===== config.mk =====
export PLATFORM = sky130hd
export DESIGN_NAME = systolic_prime_sieve_core
export DESIGN_NICKNAME = d
export VERILOG_FILES = /design/src/rtl/sps_pkg.sv /design/src/rtl/systolic_prime_sieve_core.sv /design/src/rtl/sps_cell.sv
export SDC_FILE = /design/constraint.sdc
export NUM_CORES = 2
export LEC_CHECK = 0
export BUFFER_PORTS_ARGS = -buffer_cell sky130_fd_sc_hd__buf_4
export CAP_MARGIN = 40
export CORE_UTILIZATION = 34
export DETAILED_ROUTE_END_ITERATION = 6
export GPL_TIMING_DRIVEN = 0
export PLACE_DENSITY = 0.47
export SYNTH_ARGS = -nofsm -noshare
export SYNTH_HDL_FRONTEND = slang
export SYNTH_SLANG_ARGS = --single-unit

===== constraint.sdc =====
create_clock -name clk -period 9.1 [get_ports clk]
set_clock_uncertainty 0.05 [all_clocks]
set_input_delay 1.82 -clock clk [delete_from_list [all_inputs] [get_ports clk]]
set_output_delay 1.82 -clock clk [all_outputs]
set_load 0.01 [all_outputs]

===== src/rtl/sps_pkg.sv =====
`timescale 1ns / 1ps
// shared types and constants for the systolic prime sieve
// no dependencies

package sps_pkg;

  localparam int NUM_STAGES_DEF = 32;
  localparam int VALUE_BITS_DEF = 16;
  localparam int CAND_W         = 16;
  localparam int EXT_W          = 32;

  typedef enum logic [1:0] {
    ST_IDLE,
    ST_SHIFT,
    ST_DRAIN,
    ST_DONE
  } state_t;

  // one bit of the candidate moving down the cell row
  typedef struct packed {
    logic vld;
    logic dbit;
    logic first;
    logic last;
    logic hit;
    logic stored;
  } step_t;

endpackage


===== src/rtl/systolic_prime_sieve_core.sv =====
`timescale 1ns / 1ps
// top level of the systolic prime sieve: sequencer plus a row of sieve cells
// depends on sps_pkg and sps_cell
//
// A candidate of 2 or more is shifted msb first into a row of NUM_STAGES cells, one bit
// per cycle, and each cell folds the bits into a remainder against its stored value while
// handing them on to the next cell. The verdict reaches the sequencer through the register
// of every cell after the last bit goes in. No new candidate is taken before that verdict
// is back and, for a surviving candidate, its result is loaded into the output register;
// a dropped candidate gives no beat out. A candidate below 2 is taken with no beat out,
// and an end-of-stream beat clears all cells at once, and its marker is loaded into the
// output register from the done state before the next beat is taken. A finished result
// waits in the output register while the next candidate is taken; a new result that
// finds that register still full holds the sequencer until it drains.

module systolic_prime_sieve_core #(
  parameter int NUM_STAGES = sps_pkg::NUM_STAGES_DEF,
  parameter int VALUE_BITS = sps_pkg::VALUE_BITS_DEF
) (
  input  logic        clk,
  input  logic        rst,
  input  logic        s_tvalid,
  output logic        s_tready,
  input  logic [15:0] s_tdata,   // candidate[15:0]
  input  logic        s_tlast,   // end_of_stream
  output logic        m_tvalid,
  input  logic        m_tready,
  output logic [15:0] m_tdata,   // prime_value[15:0]
  output logic        m_tuser,   // overflow
  output logic        m_tlast    // end_marker
);

  localparam int CNT_W = $clog2(VALUE_BITS);

  sps_pkg::state_t state, state_next;
  sps_pkg::step_t  chain [NUM_STAGES+1];
  sps_pkg::step_t  head;
  sps_pkg::step_t  tail;

  logic [VALUE_BITS-1:0]   shreg;
  logic [VALUE_BITS-1:0]   cand_q;
  logic [CNT_W-1:0]        bit_cnt;
  logic                    res_overflow;
  logic                    res_end;

  logic [sps_pkg::EXT_W-1:0] cand_ext;
  logic [sps_pkg::EXT_W-1:0] res_ext;
  logic [VALUE_BITS-1:0]     cand_v;
  logic                      accept;
  logic                      clear;
  logic                      load_out;
  logic                      last_bit;

  assign cand_ext = {{(sps_pkg::EXT_W-sps_pkg::CAND_W){1'b0}}, s_tdata};
  assign cand_v   = cand_ext[VALUE_BITS-1:0];
  assign res_ext  = sps_pkg::EXT_W'(cand_q);
  assign last_bit = (bit_cnt == CNT_W'(VALUE_BITS-1));
  assign chain[0] = head;
  assign tail     = chain[NUM_STAGES];

  // next state
  always_comb begin
    state_next = state;
    case (state)
      sps_pkg::ST_IDLE: begin
        if (accept) begin
          if (s_tlast) begin
            state_next = sps_pkg::ST_DONE;
          end else if (cand_v >= VALUE_BITS'(2)) begin
            state_next = sps_pkg::ST_SHIFT;
          end
        end
      end
      sps_pkg::ST_SHIFT: begin
        if (last_bit) begin
          state_next = sps_pkg::ST_DRAIN;
        end
      end
      sps_pkg::ST_DRAIN: begin
        if (tail.vld && tail.last) begin
          state_next = tail.hit ? sps_pkg::ST_IDLE : sps_pkg::ST_DONE;
        end
      end
      sps_pkg::ST_DONE: begin
        if (!m_tvalid || m_tready) begin
          state_next = sps_pkg::ST_IDLE;
        end
      end
      default: state_next = sps_pkg::ST_IDLE;
    endcase
  end

  // outputs
  always_comb begin
    s_tready    = 1'b0;
    load_out    = 1'b0;
    head.vld    = 1'b0;
    head.dbit   = shreg[VALUE_BITS-1];
    head.first  = (bit_cnt == '0);
    head.last   = last_bit;
    head.hit    = 1'b0;
    head.stored = 1'b0;
    case (state)
      sps_pkg::ST_IDLE:  s_tready = 1'b1;
      sps_pkg::ST_SHIFT: head.vld = 1'b1;
      sps_pkg::ST_DRAIN: ;
      sps_pkg::ST_DONE:  load_out = !m_tvalid || m_tready;
      default: ;
    endcase
  end

  assign accept = s_tvalid && s_tready;
  assign clear  = accept && s_tlast;

  always_ff @(posedge clk) begin
    if (rst) begin
      state    <= sps_pkg::ST_IDLE;
      m_tvalid <= 1'b0;
    end else begin
      state <= state_next;
      if (load_out) begin
        m_tvalid <= 1'b1;
      end else if (m_tready) begin
        m_tvalid <= 1'b0;
      end
    end
  end

  always_ff @(posedge clk) begin
    case (state)
      sps_pkg::ST_IDLE: begin
        bit_cnt <= '0;
        if (accept) begin
          shreg        <= cand_v;
          cand_q       <= s_tlast ? '0 : cand_v;
          res_end      <= s_tlast;
          res_overflow <= 1'b0;
        end
      end
      sps_pkg::ST_SHIFT: begin
        shreg   <= shreg << 1;
        bit_cnt <= bit_cnt + CNT_W'(1);
      end
      sps_pkg::ST_DRAIN: begin
        if (tail.vld && tail.last) begin
          res_overflow <= !tail.stored;
          res_end      <= 1'b0;
        end
      end
      default: ;
    endcase
    if (load_out) begin
      m_tdata <= res_ext[15:0];
      m_tuser <= res_overflow;
      m_tlast <= res_end;
    end
  end

  for (genvar g = 0; g < NUM_STAGES; g++) begin : g_cell
    sps_cell #(
      .VALUE_BITS(VALUE_BITS)
    ) u_cell (
      .clk     (clk),
      .rst     (rst),
      .clear   (clear),
      .step_in (chain[g]),
      .step_out(chain[g+1])
    );
  end

endmodule


===== src/rtl/sps_cell.sv =====
`timescale 1ns / 1ps
// one sieve cell: holds one stored value and a running remainder
// depends on sps_pkg

module sps_cell #(
  parameter int VALUE_BITS = sps_pkg::VALUE_BITS_DEF
) (
  input  logic           clk,
  input  logic           rst,
  input  logic           clear,
  input  sps_pkg::step_t step_in,
  output sps_pkg::step_t step_out
);

  logic                  valid;
  logic [VALUE_BITS-1:0] prime;
  logic [VALUE_BITS-1:0] rem;

  logic [VALUE_BITS-1:0] rem_base;
  logic [VALUE_BITS:0]   shifted;
  logic [VALUE_BITS:0]   diff;
  logic [VALUE_BITS-1:0] rem_next;
  logic                  claim;

  always_comb begin
    rem_base = step_in.first ? '0 : rem;
    shifted  = {rem_base, step_in.dbit};
    diff     = shifted - {1'b0, prime};
    if (valid) begin
      rem_next = (shifted >= {1'b0, prime}) ? diff[VALUE_BITS-1:0]
                                             : shifted[VALUE_BITS-1:0];
    end else begin
      rem_next = shifted[VALUE_BITS-1:0];
    end
    claim = step_in.vld && step_in.last && !valid && !step_in.hit && !step_in.stored;
  end

  always_ff @(posedge clk) begin
    if (rst) begin
      valid        <= 1'b0;
      step_out.vld <= 1'b0;
    end else begin
      step_out.vld <= step_in.vld;
      if (clear) begin
        valid <= 1'b0;
      end else if (claim) begin
        valid <= 1'b1;
      end
    end
    if (step_in.vld) begin
      rem <= rem_next;
    end
    if (claim) begin
      prime <= rem_next;
    end
    step_out.dbit   <= step_in.dbit;
    step_out.first  <= step_in.first;
    step_out.last   <= step_in.last;
    step_out.hit    <= step_in.hit || (step_in.last && valid && (rem_next == '0));
    step_out.stored <= step_in.stored || claim;
  end

endmodule

==> impl_results.md <==
- Pin count of the biggest net entering global routing: 26
- Syn_nets: 7,852
- Final Cycle Share: a little under three fifths
- Fmax: 195 MHz
- DR WL/cell: ~17 um
- Synth top area cells: edfxtp_1 (42%), ha_1 (8.4%), dfxtp_1 (5.9%)
- Arrival @ worst endpoint: 5590 ps
- Layout Cell Area excl Fill: between 80,000 and 90,000 sq um
- Top cell type's share of synthesized area: 42.4%
- Cts hold-fix bufs: 0
- Worst-path clk slew: 60 ps
- Clk buf depth: 3
- Final Hold Fails: 0
- Worst hold path depth: 0
- GRT overflow: 0
- Slew Limit Headroom: 40.5%
- All-Layer GR Usage: 15.4%
- Peak VDD IR: 0.204 mV
- Tmin final: 5130 ps
- Crit-path max FO: 10
- Synth cell types: 97
- PostCTS Resize Cnt: 0
- Max-cap viol count: 0
- Root Driver: clkbuf_16
- Cells after Synth: 7,285
- Post-route ant nets: 0
- Initial DRC count: roughly 2,800
- Req. time, crit path: 9560 ps
- Cell Pwr Density: between 200 and 250 nW/um^2
- Clk sink count: about 1,300
- Layout cells sized above 1: between 9 and 10%
- Synth Flop Type: edfxtp_1
- Synthesized flop and latch total: 1,305
- TritonRoute pass-1 iters: 5
- Critical path endpoint category: register
- Die Y-Extent: 476 um
- Unrepaired setup endpoints after global routing: no
- Cell area after synthesis: 76,500 sq um
- CTS Buf Count: 157
- P_leak: 34.9 nW
- Area leader, netlist: edfxtp_1
- Vias in the first global route: 54,300
- RD Place Congestion: 0.841
- Crit Path Category: register to register
- FP Rows: 173
- Initial core utilization: between 30% and 40%
- Sum Neg Setup Slack: 0 ps
- Worst setup SP type: register
- H-tree depth: 4
- Synth top cells by count: edfxtp_1 (1,080), inv_1 (773), nor2b_1 (523)
- Area post-placement: 81,600 sq um
- Global-route wire length before repair: 289,000 um
- Final wirelength: 177,000 um
- Worst R2R Path Depth: 12
- Top-count cell post-synth: edfxtp_1
- Setup Buffers After CTS: 0
- Final setup violation count: 0
- Die area: 227,000 sq um
- Area growth syn-to-layout: 13.7%
- DP HPWL: between 100,000 and 150,000 um
- Reg2reg setup slack: 3970 ps
- Final Max Slew Viols: 0
- Placeable Area: 223,000 sq um
- Die W: between 400 and 500 um
- Syn avg cell area: between 10 and 15 sq um
- Fill count: 21,900
- Post-synthesis sequential area ratio: 48.3%
- TritonCTS clock tree: yes
- IO Pins: 41
- Initial antenna violation count: 3
- Clock Latency Late Sink: 800 ps
- Async set or reset register ratio after synthesis: 0%
- Nets@finish: 8,125
- DR DRC count: 0
- Min-delay worst type: register to register
- Total number of vias: about 54,000
- Post-synth EDFFs: 1,080
- IO Port Bufs: 40
- Outcome: finished, final reports clean
- Yosys warning count: 0
- Worst-Margin Slew: 892 ps
- DR vias/cell: 5.02
## power breakdown
group | leakage, nW | switching, mW | internal (mW)
clock network | 2.67 | 2.54 | 3.93
registers | 11.7 | 0.209 | 6.83
logic | 20.5 | 3.13 | 2.08
## registers in the layout (all words and copies together) (netlist names), 2 cells and up
| register | flops |
|---|---|
| m_tdata | 16 |
| g_cell.u_cell.prime | 512 |
| cand_q | 16 |
| bit_cnt | 4 |
| state | 2 |
| g_cell.u_cell.step_out | 190 |
| g_cell.u_cell.rem | 512 |
| g_cell.u_cell.valid | 32 |
| shreg | 16 |
## routing by layer
layer | track usage [%] | up-vias | part of all wire (%)
li1 | - | 27100 | -
met4 | 4.35 | 2 | 2.3
met3 | 2.27 | 251 | 3.2
met1 | 21.3 | 25500 | 49
met2 | 24.9 | 702 | 45
met5 | 0 | - | 0.0045
## cell type report
cell class | count | area (sq um) | area share (%)
clock inverters | 58 | 556 | 0.638
repair buffers | 114 | 1290 | 1.48
plain buffers | 142 | 548 | 0.630
flip-flops and latches | 1305 | 36900 | 42.4
well taps | 2975 | 3720 | 4.28
multi-input cells | 5062 | 36200 | 41.6
diodes | 1 | 2.50 | 0.00287
clock buffers | 234 | 4870 | 5.59
inverters | 776 | 2910 | 3.35
## final timing paths
kind                                                    start                      endpoint
worst max-delay path            g_cell[11].u_cell.step_out[3]     g_cell[12].u_cell.rem[12]
worst min-delay path             g_cell[0].u_cell.step_out[3]  g_cell[1].u_cell.step_out[3]
worst max register to register  g_cell[11].u_cell.step_out[3]     g_cell[12].u_cell.rem[12]
worst min register to register   g_cell[0].u_cell.step_out[3]  g_cell[1].u_cell.step_out[3]
## cell families after synthesis
family	share of synthesized area, %
compound gates	13.5
xor+xnor	4.26
fa+ha+maj	9.24
flops	48.3
mux	4.64
buf+inv	4.52
simple gates	15.6
## critical path, cell delays in order, from the launching register on
cell      delay, ps
dfxtp_1         620
clkbuf_1        520
nor2b_1         210
ha_1            340
nor2b_1         150
o31ai_1         340
a21oi_1         210
a211oi_1        450
a21oi_1         170
o21bai_1        640
clkbuf_1        470
buf_1           460
o21ai_0         210
## per-stage QoR
stage	hold WS [ps]	setup WS (ps)	util, %	cells	power (mW)
2_1_floorplan	294	5090	-	7285	11.1
5_1_grt	325	3520	39.0	10700	19.9
3_3_place_gp	307	3720	36.1	10300	12.4
4_1_cts	318	3790	39.0	10700	19.0
3_5_place_dp	310	3850	36.6	10400	12.4
6_report	317	3970	39.0	10700	18.7
## layout by cell type, fill, tap and decap left out, types with 134 or more instances in the layout
cell type | netlist | layout
edfxtp_1 | 1080 | 1080
inv_1 | 773 | 773
nor2b_1 | 523 | 523
ha_1 | 514 | 514
nand2_1 | 479 | 479
a21oi_1 | 387 | 387
nor2_1 | 407 | 376
o21ai_0 | 359 | 359
xnor2_1 | 238 | 238
mux2_2 | 227 | 227
dfxtp_1 | 225 | 225
clkbuf_16 | 0 | 179
clkbuf_1 | 119 | 154
a21o_1 | 151 | 151
nor3_1 | 151 | 151
xor2_1 | 134 | 134
Note: power is estimated with default switching activity, not from simulation.
